### src/rtl/rcpm_pkg.sv
`timescale 1ns / 1ps
`default_nettype none

package rcpm_pkg;

    // default cube geometry
    localparam int LAYERS_DEF         = 3;
    localparam int LEDS_PER_LAYER_DEF = 9;

    // fixed result widths
    localparam int DRIVE_W  = 27;
    localparam int SELECT_W = 3;

    localparam logic [7:0] PERIOD_RESET = 8'd255;

    // command codes
    localparam logic CMD_TICK  = 1'b0;
    localparam logic CMD_WRITE = 1'b1;

    typedef struct packed {
        logic [7:0] red;
        logic [7:0] green;
        logic [7:0] blue;
    } colour_t;

    typedef struct packed {
        logic       command;
        logic [1:0] layer_addr;
        logic [3:0] led_addr;
        logic [7:0] red_in;
        logic [7:0] green_in;
        logic [7:0] blue_in;
    } in_t;

    typedef struct packed {
        logic [DRIVE_W-1:0]  drive_bits;
        logic [SELECT_W-1:0] layer_select;
        logic [7:0]          pwm_position;
    } out_t;

endpackage

`default_nettype wire

### src/rtl/rcpm_colour_store.sv
`timescale 1ns / 1ps
`default_nettype none

module rcpm_colour_store #(
    parameter int LAYERS         = rcpm_pkg::LAYERS_DEF,
    parameter int LEDS_PER_LAYER = rcpm_pkg::LEDS_PER_LAYER_DEF,
    parameter int LW             = $clog2(LAYERS)
) (
    input  wire logic                                     aclk,
    input  wire logic                                     aresetn,
    input  wire logic                                     wr_en,
    input  wire logic [1:0]                               wr_layer,
    input  wire logic [3:0]                               wr_led,
    input  wire rcpm_pkg::colour_t                        wr_colour,
    input  wire logic [LW-1:0]                            rd_layer,
    output rcpm_pkg::colour_t [LEDS_PER_LAYER-1:0]        rd_row
);
    import rcpm_pkg::*;

    colour_t [LEDS_PER_LAYER-1:0] store_reg [LAYERS];

    // one flop entry per led, cleared at reset; out-of-range writes match nothing
    for (genvar l = 0; l < LAYERS; l++) begin : g_layer
        for (genvar i = 0; i < LEDS_PER_LAYER; i++) begin : g_led
            always_ff @(posedge aclk) begin
                if (!aresetn) begin
                    store_reg[l][i] <= '0;
                end else if (wr_en && (32'(wr_layer) == l) && (32'(wr_led) == i)) begin
                    store_reg[l][i] <= wr_colour;
                end
            end
        end
    end

    assign rd_row = store_reg[rd_layer];

endmodule

`default_nettype wire

### src/rtl/rcpm_pwm_counter.sv
`timescale 1ns / 1ps
`default_nettype none

module rcpm_pwm_counter #(
    parameter int LAYERS = rcpm_pkg::LAYERS_DEF,
    parameter int LW     = $clog2(LAYERS)
) (
    input  wire logic          aclk,
    input  wire logic          aresetn,
    input  wire logic          cfg_wr_en,
    input  wire logic [7:0]    cfg_wr_data,
    input  wire logic          tick,
    output logic [7:0]         pos_next,
    output logic [LW-1:0]      layer_next
);
    import rcpm_pkg::*;

    logic [7:0]    period_reg;
    logic [7:0]    pos_reg;
    logic [LW-1:0] layer_reg;
    logic [8:0]    pos_inc;
    logic [LW:0]   layer_inc;
    logic          wrap;

    // position step and layer advance on wrap
    always_comb begin
        pos_inc   = {1'b0, pos_reg} + 9'd1;
        wrap      = pos_inc >= {1'b0, period_reg};
        layer_inc = {1'b0, layer_reg} + (LW+1)'(1);
        pos_next  = wrap ? 8'd0 : pos_inc[7:0];
        if (!wrap) begin
            layer_next = layer_reg;
        end else if (layer_inc >= (LW+1)'(LAYERS)) begin
            layer_next = '0;
        end else begin
            layer_next = layer_inc[LW-1:0];
        end
    end

    always_ff @(posedge aclk) begin
        if (!aresetn) begin
            period_reg <= PERIOD_RESET;
            pos_reg    <= '0;
            layer_reg  <= '0;
        end else begin
            if (cfg_wr_en) begin
                period_reg <= cfg_wr_data;
            end
            if (tick) begin
                pos_reg   <= pos_next;
                layer_reg <= layer_next;
            end
        end
    end

endmodule

`default_nettype wire

### src/rtl/rcpm_compare.sv
`timescale 1ns / 1ps
`default_nettype none

module rcpm_compare #(
    parameter int LEDS_PER_LAYER = rcpm_pkg::LEDS_PER_LAYER_DEF
) (
    input  wire logic [7:0]                              pos,
    input  wire rcpm_pkg::colour_t [LEDS_PER_LAYER-1:0]  row,
    output logic [rcpm_pkg::DRIVE_W-1:0]                 drive_bits
);
    import rcpm_pkg::*;

    localparam int BW = 3 * LEDS_PER_LAYER;

    logic [BW-1:0] raw;

    // red bit 0, green bit 1, blue bit 2 per led
    for (genvar i = 0; i < LEDS_PER_LAYER; i++) begin : g_led
        assign raw[3*i]   = pos < row[i].red;
        assign raw[3*i+1] = pos < row[i].green;
        assign raw[3*i+2] = pos < row[i].blue;
    end

    assign drive_bits = DRIVE_W'(raw);

endmodule

`default_nettype wire

### src/rtl/rgb_cube_pwm_multiplexer.sv
// a tick transaction is held in the input register, then compared into the result register;
// writes give no result
// throughput: one transaction per cycle unless a tick waits on a stalled result channel, set by
// the single compare pass between the input register and the result register
// reset: synchronous active-low; colours cleared, position and layer zero,
// period 255
`timescale 1ns / 1ps
`default_nettype none

module rgb_cube_pwm_multiplexer #(
    parameter int LAYERS         = rcpm_pkg::LAYERS_DEF,
    parameter int LEDS_PER_LAYER = rcpm_pkg::LEDS_PER_LAYER_DEF
) (
    input  wire logic          aclk,
    input  wire logic          aresetn,
    // configuration: pwm period
    input  wire logic          cfg_wr_en,
    input  wire logic [7:0]    cfg_wr_data,
    // command channel
    input  wire logic          s_valid,
    output logic               s_ready,
    input  wire rcpm_pkg::in_t s_data,
    // result channel
    output logic               m_valid,
    input  wire logic          m_ready,
    output rcpm_pkg::out_t     m_data
);
    import rcpm_pkg::*;

    localparam int LW = $clog2(LAYERS);

    // input register
    in_t  in_reg;
    logic in_valid_reg;

    // result register
    out_t out_reg;
    logic out_valid_reg;

    logic                          advance;
    logic                          is_tick;
    logic                          tick;
    logic                          wr_en;
    logic [7:0]                    pos_next;
    logic [LW-1:0]                 layer_next;
    logic [LAYERS-1:0]             layer_onehot;
    colour_t [LEDS_PER_LAYER-1:0]  row;
    logic [DRIVE_W-1:0]            drive_bits;
    colour_t                       wr_colour;

    // a write never needs the result register, a tick needs it free or draining
    assign is_tick = in_reg.command == CMD_TICK;
    assign advance = in_valid_reg && (!is_tick || !out_valid_reg || m_ready);
    assign tick    = advance && is_tick;
    assign wr_en   = advance && (in_reg.command == CMD_WRITE);

    // input register refills in the same cycle it drains
    assign s_ready = !in_valid_reg || advance;

    assign wr_colour = '{red: in_reg.red_in, green: in_reg.green_in, blue: in_reg.blue_in};

    rcpm_colour_store #(
        .LAYERS         (LAYERS),
        .LEDS_PER_LAYER (LEDS_PER_LAYER),
        .LW             (LW)
    ) u_store (
        .aclk      (aclk),
        .aresetn   (aresetn),
        .wr_en     (wr_en),
        .wr_layer  (in_reg.layer_addr),
        .wr_led    (in_reg.led_addr),
        .wr_colour (wr_colour),
        .rd_layer  (layer_next),
        .rd_row    (row)
    );

    // position and layer counters, period register
    rcpm_pwm_counter #(
        .LAYERS (LAYERS),
        .LW     (LW)
    ) u_counter (
        .aclk        (aclk),
        .aresetn     (aresetn),
        .cfg_wr_en   (cfg_wr_en),
        .cfg_wr_data (cfg_wr_data),
        .tick        (tick),
        .pos_next    (pos_next),
        .layer_next  (layer_next)
    );

    // compare the stepped position against the row of the new layer
    rcpm_compare #(
        .LEDS_PER_LAYER (LEDS_PER_LAYER)
    ) u_compare (
        .pos        (pos_next),
        .row        (row),
        .drive_bits (drive_bits)
    );

    assign layer_onehot = LAYERS'(1) << layer_next;

    always_ff @(posedge aclk) begin
        if (!aresetn) begin
            in_valid_reg  <= 1'b0;
            out_valid_reg <= 1'b0;
        end else begin
            if (s_ready) begin
                in_valid_reg <= s_valid;
            end
            if (tick) begin
                out_valid_reg <= 1'b1;
            end else if (m_ready) begin
                out_valid_reg <= 1'b0;
            end
        end
    end

    // payload registers, no reset
    always_ff @(posedge aclk) begin
        if (s_ready && s_valid) begin
            in_reg <= s_data;
        end
        if (tick) begin
            out_reg.drive_bits   <= drive_bits;
            out_reg.layer_select <= SELECT_W'(layer_onehot);
            out_reg.pwm_position <= pos_next;
        end
    end

    assign m_valid = out_valid_reg;
    assign m_data  = out_reg;

endmodule

`default_nettype wire

### config.mk
export PLATFORM = sky130hd
export DESIGN_NAME = rgb_cube_pwm_multiplexer
export DESIGN_NICKNAME = d
export VERILOG_FILES = /design/src/rtl/rcpm_pkg.sv /design/src/rtl/rcpm_colour_store.sv /design/src/rtl/rcpm_pwm_counter.sv /design/src/rtl/rcpm_compare.sv /design/src/rtl/rgb_cube_pwm_multiplexer.sv
export SDC_FILE = /design/constraint.sdc
export NUM_CORES = 1
export LEC_CHECK = 0
export BUFFER_PORTS_ARGS = -buffer_cell sky130_fd_sc_hd__buf_2
export CAP_MARGIN = 10
export CORE_ASPECT_RATIO = 1.2
export CORE_UTILIZATION = 60
export CTS_CLUSTER_SIZE = 20
export DETAILED_ROUTE_END_ITERATION = 10
export PLACE_DENSITY = 0.78
export RECOVER_POWER = 50
export SLEW_MARGIN = 20
export SYNTH_ARGS = -nofsm -noshare
export SYNTH_HDL_FRONTEND = slang
export SYNTH_SLANG_ARGS = --single-unit
### constraint.sdc
create_clock -name aclk -period 6.1 [get_ports aclk]
set_input_delay 0 -clock aclk [delete_from_list [all_inputs] [get_ports aclk]]
set_output_delay 0 -clock aclk [all_outputs]
set_load 0.1 [all_outputs]
==> results of run 1 <==
-- per-layer routing --
metal | share of wire (%) | GRT usage, % | wire length, um
met5 | 0.033 | 0 | 40
met2 | 48 | 57.5 | 58500
met4 | 5.6 | 17.5 | 6840
met3 | 11 | 6.19 | 13300
met1 | 36 | 42.6 | 44400
-- cell families after synthesis --
| kind of cell | synth area share (%) |
|---|---|
| AND/OR/NAND/NOR | 15.0 |
| buffers and inverters | 3.48 |
| adder cells (fa/ha/maj) | 5.93 |
| XOR/XNOR | 0.147 |
| AO/OA/AOI/OAI | 13.8 |
| flip-flops | 52.5 |
| multiplexers | 9.14 |
-- path summary, 6_finish.rpt --
kind,start,to,cells after the start
setup reg to reg,u_counter.pos_reg[0],m_data[35],18
setup / recovery,u_counter.pos_reg[0],m_data[35],18
hold reg to reg,u_counter.pos_reg[3],u_counter.pos_reg[3],2
hold / removal,s_data[19],in_reg[19],2
-- synth_stat cells --
cell | instances | share of area, %
sky130_fd_sc_hd__nand2b_1 | 4 | 0.060
sky130_fd_sc_hd__a211oi_2 | 1 | 0.030
sky130_fd_sc_hd__o21a_1 | 1 | 0.018
sky130_fd_sc_hd__buf_2 | 55 | 0.66
sky130_fd_sc_hd__clkbuf_1 | 231 | 2.1
sky130_fd_sc_hd__a211o_1 | 28 | 0.59
sky130_fd_sc_hd__a21o_1 | 56 | 1.0
sky130_fd_sc_hd__a21boi_0 | 6 | 0.11
sky130_fd_sc_hd__nand2_1 | 60 | 0.54
sky130_fd_sc_hd__a221oi_1 | 54 | 1.1
sky130_fd_sc_hd__or3_1 | 1 | 0.015
sky130_fd_sc_hd__nand4b_1 | 1 | 0.021
sky130_fd_sc_hd__xor2_1 | 4 | 0.084
sky130_fd_sc_hd__and3_1 | 192 | 2.9
sky130_fd_sc_hd__a31oi_1 | 27 | 0.40
sky130_fd_sc_hd__xnor2_1 | 3 | 0.063
sky130_fd_sc_hd__and2_1 | 654 | 9.8
sky130_fd_sc_hd__mux2_2 | 1 | 0.027
sky130_fd_sc_hd__inv_1 | 18 | 0.16
sky130_fd_sc_hd__o31ai_1 | 3 | 0.054
sky130_fd_sc_hd__o21ai_0 | 56 | 0.67
sky130_fd_sc_hd__nor2b_1 | 4 | 0.060
sky130_fd_sc_hd__dfxtp_1 | 20 | 0.96
sky130_fd_sc_hd__a21oi_2 | 1 | 0.021
sky130_fd_sc_hd__buf_6 | 6 | 0.16
sky130_fd_sc_hd__buf_1 | 3 | 0.027
sky130_fd_sc_hd__o2111a_1 | 27 | 0.73
sky130_fd_sc_hd__nor2_1 | 42 | 0.38
sky130_fd_sc_hd__a211oi_1 | 189 | 3.4
sky130_fd_sc_hd__buf_4 | 21 | 0.38
sky130_fd_sc_hd__a41oi_1 | 27 | 0.57
sky130_fd_sc_hd__ha_1 | 198 | 5.9
sky130_fd_sc_hd__o211ai_1 | 8 | 0.14
sky130_fd_sc_hd__nand3b_1 | 2 | 0.036
sky130_fd_sc_hd__a21oi_1 | 29 | 0.35
sky130_fd_sc_hd__mux2i_1 | 380 | 9.1
sky130_fd_sc_hd__clkbuf_4 | 1 | 0.018
sky130_fd_sc_hd__a221o_1 | 189 | 4.5
sky130_fd_sc_hd__nor2_2 | 1 | 0.015
sky130_fd_sc_hd__a32oi_4 | 1 | 0.066
sky130_fd_sc_hd__and4_1 | 1 | 0.021
sky130_fd_sc_hd__edfxtp_1 | 717 | 52
sky130_fd_sc_hd__nand4_1 | 27 | 0.40
sky130_fd_sc_hd__nand3_1 | 63 | 0.76
-- power by group through the flow --
| stage | sequential [mW] | clock [mW] | combinational (mW) |
|---|---|---|---|
| 2_1_floorplan | 5.97 | 0 | 0.335 |
| 3_3_place_gp | 5.92 | 0 | 0.604 |
| 3_5_place_dp | 5.94 | 0 | 0.629 |
| 4_1_cts | 5.84 | 4.39 | 0.663 |
| 5_1_grt | 5.87 | 4.56 | 0.699 |
| 6_report | 5.85 | 4.36 | 0.664 |
-- what timing repair did --
item / in CTS / in global routing
gates resized for setup: 0 / 0
endpoints found under the hold margin: 54 / 0
hold buffers: 60 / 0
-- final cells by class --
cell class | instances | share of cell area (%)
multi-input combinational | 2341 | 40.2
tap | 909 | 2.47
antenna | 3 | 0.0163
clock inverter | 30 | 0.424
sequential | 737 | 47.6
timing repair buffer | 287 | 4.69
inverter | 18 | 0.147
clock buffer | 100 | 4.46
-- through the flow --
stage / total power, mW / area (sq um) / worst slack (ns)
6_report: 10.9 / 46100 / 0.548
5_1_grt: 11.1 / 46100 / 0.279
4_1_cts: 10.9 / 46300 / 0.702
3_5_place_dp: 6.57 / 43500 / 0.730
3_3_place_gp: 6.53 / 43500 / 0.940
2_1_floorplan: 6.30 / 41800 / 1.03
==> impl_results.html, run 1 <==
<table>
<tr><th>Metric</th><th>Value</th></tr>
<tr><th colspan="2">Finish</th></tr>
<tr><td>Commonest cells after routing, fill and taps aside</td><td>717 x sky130_fd_sc_hd__edfxtp_1, 576 x sky130_fd_sc_hd__and2_1, 380 x sky130_fd_sc_hd__mux2i_1, 198 x sky130_fd_sc_hd__ha_1, 190 x sky130_fd_sc_hd__and3_1</td></tr>
<tr><td>Synthesis-to-layout area growth</td><td>10.3%</td></tr>
<tr><td># fillers</td><td>4,874</td></tr>
<tr><td>Layout net count</td><td>3,703</td></tr>
<tr><td>Finished Core Util</td><td>67.2%</td></tr>
<tr><td>Fraction of final layout cells with drive strength greater than 1</td><td>7.88%</td></tr>
<tr><td>Multi-input logic area</td><td>0.0185 sq mm</td></tr>
<tr><td>Commonest non-fill, non-tap cell in the layout</td><td>sky130_fd_sc_hd__edfxtp_1</td></tr>
<tr><td>Cell Count, Final, Fillers Out</td><td>4,425</td></tr>
<tr><td>Area of all sequential standard cells</td><td>0.0219 sq mm</td></tr>
<tr><td>Flip-flop count of the largest register after layout</td><td>648</td></tr>
<tr><th colspan="2">Global routing</th></tr>
<tr><td>GRT Resource Usage Total</td><td>34.4%</td></tr>
<tr><td>Via count of the first global-routing pass</td><td>31.4k</td></tr>
<tr><td>GR Overflow Total</td><td>0</td></tr>
<tr><td>Global-route wire length before repair</td><td>184 mm</td></tr>
<tr><td>Antenna violations before repair</td><td>8</td></tr>
<tr><td>Largest net degree at the start of global routing</td><td>133</td></tr>
<tr><th colspan="2">Place</th></tr>
<tr><td>Detail Placement HPWL</td><td>68.2 mm</td></tr>
<tr><td>Placed insts</td><td>4,231</td></tr>
<tr><td>Final weighted congestion in routability-driven placement</td><td>0.868</td></tr>
<tr><td>Total of buffers placed on input and output ports</td><td>83</td></tr>
<tr><th colspan="2">Outcome</th></tr>
<tr><td>Violations in the final reports</td><td>max-capacitance violations, max-slew violations</td></tr>
<tr><td>Result of the run</td><td>finished, violations left</td></tr>
<tr><th colspan="2">Pwr</th></tr>
<tr><td>Cell Int Power</td><td>8.37 mW</td></tr>
<tr><td>Proportion of power drawn by combinational gates</td><td>6.1%</td></tr>
<tr><td>Worst voltage drop across the vdd grid</td><td>0.284 mV</td></tr>
<tr><td>Switching power share of the total</td><td>23.0%</td></tr>
<tr><td>Net switching component of the power</td><td>2.51 mW</td></tr>
<tr><td>Power Dens Cells</td><td>236 mW/mm^2</td></tr>
<tr><td>Clock share of power</td><td>40.1%</td></tr>
<tr><td>Part of the total power dissipated in sequential elements</td><td>53.8%</td></tr>
<tr><td>Static leakage</td><td>16.9 nW</td></tr>
<tr><th colspan="2">Clocking</th></tr>
<tr><td>Clock tree root driver cell</td><td>sky130_fd_sc_hd__clkbuf_16</td></tr>
<tr><td>Number of buffers created by CTS</td><td>76</td></tr>
<tr><td>Max Buffers Root-to-Sink</td><td>3</td></tr>
<tr><td>Buffer count from post-CTS setup fixing</td><td>0</td></tr>
<tr><td>Clock slew at reported path FFs</td><td>0.06 ns</td></tr>
<tr><td>Insertion delay of the later-clocked pin in the worst-skew pair</td><td>0.64 ns</td></tr>
<tr><td>Clock tree from TritonCTS</td><td>done</td></tr>
<tr><td>Htree depth</td><td>3</td></tr>
<tr><td>Number of sinks on the clock net</td><td>737</td></tr>
<tr><th colspan="2">STA</th></tr>
<tr><td>Post-Route Setup TNS</td><td>0 ns</td></tr>
<tr><td>Max Slew Vio Count</td><td>580</td></tr>
<tr><td>Final number of setup-violating endpoints</td><td>0</td></tr>
<tr><td>Actual transition at the worst max-transition pin</td><td>1.72 ns</td></tr>
<tr><td>Maximum frequency from static timing analysis</td><td>180 MHz</td></tr>
<tr><td>Worst clock skew</td><td>0.0355 ns</td></tr>
<tr><td>Remaining max-slew budget at the tightest pin</td><td>-14.7%</td></tr>
<tr><td>Worst hold slack after final layout</td><td>0.0738 ns</td></tr>
<tr><td>Time the worst path needs with I/O delays and setup</td><td>5.55 ns</td></tr>
<tr><td>Number of hold violations in the final report</td><td>0</td></tr>
<tr><td>Final worst path period share</td><td>91.0%</td></tr>
<tr><td>Unrepaired setup endpoints after global routing</td><td>false</td></tr>
<tr><th colspan="2">Logic synthesis</th></tr>
<tr><td>Unique cell type count in the Yosys netlist</td><td>44</td></tr>
<tr><td>Register bit count reported by yosys</td><td>737</td></tr>
<tr><td>Sequential share of the synthesized area</td><td>52.5%</td></tr>
<tr><td>Yosys Warn Count</td><td>0</td></tr>
<tr><td>Post-Synthesis Net Count</td><td>3,655</td></tr>
<tr><td>Average footprint of a synthesized cell</td><td>12.2 sq um</td></tr>
<tr><td>Synthesized area</td><td>0.0418 sq mm</td></tr>
<tr><td>Post-Synthesis Cells</td><td>3,413</td></tr>
<tr><th colspan="2">Route</th></tr>
<tr><td>Final wirelength</td><td>123 mm</td></tr>
<tr><td>Average wire length per cell after detail routing</td><td>27.8 um</td></tr>
<tr><td>Initial DRC Count</td><td>3,475</td></tr>
<tr><td>Via count</td><td>31.0k</td></tr>
<tr><td>Average vias per placed instance</td><td>7.00</td></tr>
<tr><td>Total DRC errors in the routed layout</td><td>0</td></tr>
<tr><td>Number of optimization iterations in the first detailed-route pass</td><td>6</td></tr>
<tr><td>ANT nets after route</td><td>0</td></tr>
<tr><th colspan="2">Floorplan</th></tr>
<tr><td>Number of top-level pins</td><td>84</td></tr>
<tr><td>Die boundary height</td><td>291 um</td></tr>
<tr><td>Die footprint</td><td>0.0707 sq mm</td></tr>
<tr><td>Starting density of the core</td><td>60.9%</td></tr>
<tr><td>Floorplan row count</td><td>105</td></tr>
<tr><td>Width of the chip</td><td>243 um</td></tr>
<tr><td>Core footprint</td><td>0.0686 sq mm</td></tr>
<tr><th colspan="2">Setup path</th></tr>
<tr><td>Worst path cell trace</td><td>ha_1, nand3_1, nor2_2, xnor2_1, inv_1, ha_1, nand3_1, nor2_1, a32oi_4, nand2_4, buf_12, nor2_4, buf_4, ha_1, a211o_1, a221oi_1, o21ai_0, a41oi_1</td></tr>
<tr><td>Slowest cell on the critical path</td><td>sky130_fd_sc_hd__nor2_4</td></tr>
<tr><td>Most common cell type on the critical path</td><td>sky130_fd_sc_hd__ha_1</td></tr>
<tr><td>Crit start category</td><td>flip-flop</td></tr>
<tr><td>Flop-to-flop setup slack</td><td>0.55 ns</td></tr>
<tr><td>Max stage delay on crit path</td><td>0.76 ns</td></tr>
<tr><td>Data arrival time of the critical path</td><td>6.01 ns</td></tr>
<tr><td>WP buf/inv</td><td>3</td></tr>
<tr><td>Critical path data required time</td><td>6.55 ns</td></tr>
<tr><td>Element type at the critical path end</td><td>flip-flop</td></tr>
<tr><td>Max FO, Critical Path</td><td>34</td></tr>
<tr><td>Cell family contributing the most delay on the critical path</td><td>simple AND/OR/NAND/NOR gates</td></tr>
<tr><td>Kind of critical path</td><td>flip-flop to flip-flop</td></tr>
<tr><th colspan="2">Flow run</th></tr>
<tr><td>Max_cap viols</td><td>23</td></tr>
<tr><th colspan="2">Worst hold path</th></tr>
<tr><td>Worst hold path class</td><td>input pin to flip-flop</td></tr>
</table>
(Power assumes the default switching activity.)
==> inputs of run 2 (changes only) <==
--- a/config.mk
+++ b/config.mk
@@ -16,4 +16,5 @@
 export SLEW_MARGIN = 20
 export SYNTH_ARGS = -nofsm -noshare
 export SYNTH_HDL_FRONTEND = slang
+export SYNTH_HIERARCHICAL = 1
 export SYNTH_SLANG_ARGS = --single-unit
==> run 2 against run 1 <==
Effect of this change:
- the flow still finishes with violations (max-capacitance violations, max-slew violations)
- final area is 12% lower
- core utilization is 0.56 points higher
- register-to-register slack worse by 0.07 ns
- sequential power is 0.9% lower
- die area is 13% lower
- critical path depth is 12 lower
- clock skew is 0.015 ns lower
- power is 1.0% higher
- via count is 18% lower
- count of clock-buffer cells in the layout is 5 lower
- sequential share of layout area is 6.7 points higher
- combinational power is 3.5% lower
- critical path type unchanged
- largest power group unchanged
==> impl_results.html, run 2 <==
<table>
<tr><th>Metric</th><th>Value</th></tr>
<tr><th colspan="2">Outcome</th></tr>
<tr><td>Result of the run</td><td>finished, violations left</td></tr>
<tr><td>Violations in the final reports</td><td>max-capacitance violations, max-slew violations</td></tr>
<tr><th colspan="2">Logic synthesis</th></tr>
<tr><td>Dominant synthesized flop cell</td><td>sky130_fd_sc_hd__edfxtp_1</td></tr>
<tr><td>Sequential share of the synthesized area</td><td>60.6%</td></tr>
<tr><td>Synthesized area</td><td>0.0362 sq mm</td></tr>
<tr><td>Yosys Warn Count</td><td>6</td></tr>
<tr><td>Post-Synthesis Net Count</td><td>3,361</td></tr>
<tr><td>Fraction of synthesized cell area taken by the top area cell type</td><td>59.5%</td></tr>
<tr><td>Register bit count reported by yosys</td><td>737</td></tr>
<tr><td>Library cell with the largest summed area after synthesis</td><td>sky130_fd_sc_hd__edfxtp_1</td></tr>
<tr><td>Leading cell types by count after synthesis</td><td>717 x sky130_fd_sc_hd__edfxtp_1, 663 x sky130_fd_sc_hd__nor3_1, 285 x sky130_fd_sc_hd__o21ai_0</td></tr>
<tr><td>Number of flops mapped to enable cells by yosys</td><td>717</td></tr>
<tr><td>Share of synthesized registers carrying an async set or reset</td><td>0%</td></tr>
<tr><td>Area contributors post-synth</td><td>sky130_fd_sc_hd__edfxtp_1 59%, sky130_fd_sc_hd__nor3_1 9.2%, sky130_fd_sc_hd__ha_1 6.8%</td></tr>
<tr><td>Average footprint of a synthesized cell</td><td>11.6 sq um</td></tr>
<tr><td>Unique cell type count in the Yosys netlist</td><td>55</td></tr>
<tr><td>Post-Synthesis Cells</td><td>3,119</td></tr>
<tr><td>Most instantiated library cell after synthesis</td><td>sky130_fd_sc_hd__edfxtp_1</td></tr>
<tr><th colspan="2">STA</th></tr>
<tr><td>Final worst path period share</td><td>92.2%</td></tr>
<tr><td>Actual transition at the worst max-transition pin</td><td>4.88 ns</td></tr>
<tr><td>Time the worst path needs with I/O delays and setup</td><td>5.62 ns</td></tr>
<tr><td>Number of hold violations in the final report</td><td>0</td></tr>
<tr><td>Remaining max-slew budget at the tightest pin</td><td>-226%</td></tr>
<tr><td>Unrepaired setup endpoints after global routing</td><td>false</td></tr>
<tr><td>Worst hold slack after final layout</td><td>0.0351 ns</td></tr>
<tr><td>Final number of setup-violating endpoints</td><td>0</td></tr>
<tr><td>Max Slew Vio Count</td><td>683</td></tr>
<tr><td>Post-Route Setup TNS</td><td>0 ns</td></tr>
<tr><td>Worst clock skew</td><td>0.0204 ns</td></tr>
<tr><td>Maximum frequency from static timing analysis</td><td>178 MHz</td></tr>
<tr><th colspan="2">Finish</th></tr>
<tr><td>Multi-input logic area</td><td>0.0125 sq mm</td></tr>
<tr><td>Commonest cells after routing, fill and taps aside</td><td>717 x sky130_fd_sc_hd__edfxtp_1, 663 x sky130_fd_sc_hd__nor3_1, 263 x sky130_fd_sc_hd__o21ai_0, 241 x sky130_fd_sc_hd__nand2_1, 219 x sky130_fd_sc_hd__mux2i_1</td></tr>
<tr><td>Fraction of final layout cells with drive strength greater than 1</td><td>8.84%</td></tr>
<tr><td>Synthesis-to-layout area growth</td><td>11.5%</td></tr>
<tr><td>Final design instance area without fill</td><td>0.0404 sq mm</td></tr>
<tr><td>Commonest non-fill, non-tap cell in the layout</td><td>sky130_fd_sc_hd__edfxtp_1</td></tr>
<tr><td>Number of antenna cells inserted</td><td>0</td></tr>
<tr><td>Flip-flop count of the largest register after layout</td><td>648</td></tr>
<tr><td>Area of all sequential standard cells</td><td>0.0219 sq mm</td></tr>
<tr><td>Layout net count</td><td>3,390</td></tr>
<tr><td># fillers</td><td>4,277</td></tr>
<tr><th colspan="2">Floorplan</th></tr>
<tr><td>Width of the chip</td><td>226 um</td></tr>
<tr><td>Die boundary height</td><td>271 um</td></tr>
<tr><td>Die footprint</td><td>0.0613 sq mm</td></tr>
<tr><td>Starting density of the core</td><td>60.8%</td></tr>
<tr><td>Floorplan row count</td><td>98</td></tr>
<tr><td>Number of top-level pins</td><td>84</td></tr>
<tr><td>Core footprint</td><td>0.0596 sq mm</td></tr>
<tr><th colspan="2">Worst hold path</th></tr>
<tr><td>Worst hold path class</td><td>input pin to flip-flop</td></tr>
<tr><td>Startpoint of the lowest-slack hold path</td><td>aresetn</td></tr>
<tr><th colspan="2">Setup path</th></tr>
<tr><td>Origin of the critical flop-to-flop path</td><td>in_reg[30]</td></tr>
<tr><td>Data arrival time of the critical path</td><td>6.11 ns</td></tr>
<tr><td>Slowest cell on the critical path</td><td>sky130_fd_sc_hd__nor2b_1</td></tr>
<tr><td>Critical path data required time</td><td>6.59 ns</td></tr>
<tr><td>WP buf/inv</td><td>1</td></tr>
<tr><td>Element type at the critical path end</td><td>flip-flop</td></tr>
<tr><td>First element of the critical path</td><td>in_reg[30]</td></tr>
<tr><td>Kind of critical path</td><td>flip-flop to flip-flop</td></tr>
<tr><td>Max FO, Critical Path</td><td>27</td></tr>
<tr><td>Max stage delay on crit path</td><td>2.04 ns</td></tr>
<tr><td>Most common cell type on the critical path</td><td>sky130_fd_sc_hd__nor2b_1</td></tr>
<tr><td>Cell family contributing the most delay on the critical path</td><td>simple AND/OR/NAND/NOR gates</td></tr>
<tr><td>Crit start category</td><td>flip-flop</td></tr>
<tr><td>Worst path cell trace</td><td>nand2b_1, nor2b_1, clkbuf_1, nor2b_1, nand2_1, o21ai_0</td></tr>
<tr><th colspan="2">Route</th></tr>
<tr><td>Average vias per placed instance</td><td>6.32</td></tr>
<tr><td>Final wirelength</td><td>94.3 mm</td></tr>
<tr><td>Average wire length per cell after detail routing</td><td>23.6 um</td></tr>
<tr><td>Met3 wire length</td><td>9.17 mm</td></tr>
<tr><td>Total length of routed met2 wires</td><td>45.4 mm</td></tr>
<tr><td>M1 WL</td><td>35.4 mm</td></tr>
<tr><td>Topmost layer with routed signal wires</td><td>met4</td></tr>
<tr><td>Number of optimization iterations in the first detailed-route pass</td><td>6</td></tr>
<tr><td>Total DRC errors in the routed layout</td><td>0</td></tr>
<tr><td>ANT nets after route</td><td>0</td></tr>
<tr><td>Via count</td><td>25.3k</td></tr>
<tr><td>Initial DRC Count</td><td>2,900</td></tr>
<tr><th colspan="2">Clocking</th></tr>
<tr><td>Clock tree root driver cell</td><td>sky130_fd_sc_hd__clkbuf_16</td></tr>
<tr><td>Clock tree from TritonCTS</td><td>done</td></tr>
<tr><td>Max Buffers Root-to-Sink</td><td>3</td></tr>
<tr><td>Clock slew at reported path FFs</td><td>0.06 ns</td></tr>
<tr><td>Buffer count from post-CTS setup fixing</td><td>0</td></tr>
<tr><td>Number of sinks on the clock net</td><td>737</td></tr>
<tr><td>Insertion delay of the later-clocked pin in the worst-skew pair</td><td>0.62 ns</td></tr>
<tr><td>Number of buffers created by CTS</td><td>74</td></tr>
<tr><td>Htree depth</td><td>3</td></tr>
<tr><th colspan="2">Global routing</th></tr>
<tr><td>Largest net degree at the start of global routing</td><td>217</td></tr>
<tr><td>Global-route wire length before repair</td><td>143 mm</td></tr>
<tr><td>Antenna violations before repair</td><td>1</td></tr>
<tr><td>GRT Resource Usage Total</td><td>31.0%</td></tr>
<tr><td>GR Overflow Total</td><td>0</td></tr>
<tr><td>Via count of the first global-routing pass</td><td>25.4k</td></tr>
<tr><th colspan="2">Pwr</th></tr>
<tr><td>Overall power of the completed layout</td><td>11.0 mW</td></tr>
<tr><td>Power Dens Cells</td><td>272 mW/mm^2</td></tr>
<tr><td>Static leakage</td><td>13.7 nW</td></tr>
<tr><td>Worst voltage drop across the vdd grid</td><td>0.254 mV</td></tr>
<tr><th colspan="2">Place</th></tr>
<tr><td>Cell area after placement</td><td>0.0375 sq mm</td></tr>
<tr><td>Final weighted congestion in routability-driven placement</td><td>0.851</td></tr>
<tr><td>Detail Placement HPWL</td><td>49.1 mm</td></tr>
<tr><td>Total of buffers placed on input and output ports</td><td>83</td></tr>
<tr><th colspan="2">Flow run</th></tr>
<tr><td>Max_cap viols</td><td>11</td></tr>
</table>
[run 2: changes by cell type after synthesis, moves of 28 or more]
cell,before,now
sky130_fd_sc_hd__a211oi_1,189,36
sky130_fd_sc_hd__a221o_1,189,0
sky130_fd_sc_hd__mux2i_1,380,219
sky130_fd_sc_hd__a211o_1,28,0
sky130_fd_sc_hd__clkbuf_1,231,202
sky130_fd_sc_hd__and2_1,654,1
sky130_fd_sc_hd__and3_1,192,1
sky130_fd_sc_hd__nor3_1,0,663
sky130_fd_sc_hd__o21ai_0,56,285
sky130_fd_sc_hd__nand3_1,63,4
sky130_fd_sc_hd__nand2_1,60,241
sky130_fd_sc_hd__inv_1,18,202
sky130_fd_sc_hd__a21o_1,56,24
sky130_fd_sc_hd__a221oi_1,54,0
[run 2: path summary, 6_finish.rpt]
path | endpoint | slack [ns] | depth (start not counted)
worst max-delay path | u_counter/pos_reg[3] | 0.48 | 6
worst min-delay path | u_counter/period_reg[0] | 0.04 | 3
worst min register to register | u_counter/pos_reg[7] | 0.51 | 2
worst max register to register | u_counter/pos_reg[3] | 0.48 | 6
[run 2: cell type report]
type | instances | share of cell area [%]
clock inverter | 34 | 0.840
inverter | 226 | 2.10
sequential | 737 | 54.3
timing repair buffer | 228 | 4.11
multi-input combinational | 1881 | 31.0
clock buffer | 95 | 5.10
tap | 800 | 2.48
[run 2: tightest hold or removal path: cells and delay by family]
family                 cells  cell delay, ns
buffers and inverters      2            0.43
and+or+nand+nor            1            0.13
[run 2: cells by family after synthesis]
group	count (synthesis)	synth area share, %
adder cells (fa/ha/maj)	198	6.84
AO/OA/AOI/OAI	432	7.08
multiplexers	221	6.14
XOR/XNOR	5	0.121
flip-flops	737	60.6
buffers and inverters	501	5.38
AND/OR/NAND/NOR	1025	13.9
[run 2: metal layers]
metal	GRT usage, %	vias up
li1	-	11500
met1	39.7	12200
met2	51.0	1319
met3	5.30	264
met4	15.0	0
met5	0	-
[run 2: report_power, final]
part           total (mW)  internal [mW]  switching (mW)
Clock                4.55           2.67            1.89
Combinational       0.641          0.174           0.467
Sequential           5.80           5.73          0.0632
[run 2: per-stage QoR]
| step | utilization [%] | setup slack (ns) | std cells |
|---|---|---|---|
| floorplan | - | 1.77 | 3119 |
| global placement | 62.9 | 1.24 | 3813 |
| detailed placement | 62.9 | 0.979 | 3813 |
| CTS | 67.9 | 0.929 | 3999 |
| global route | 67.7 | 0.507 | 4001 |
| finish | 67.7 | 0.476 | 4001 |
[run 2: repair_timing]
item	4_1_cts	5_1_grt
endpoints found under the setup margin	0	0
hold buffers	57	0
hold endpoints to repair	72	0
resized for setup	0	0
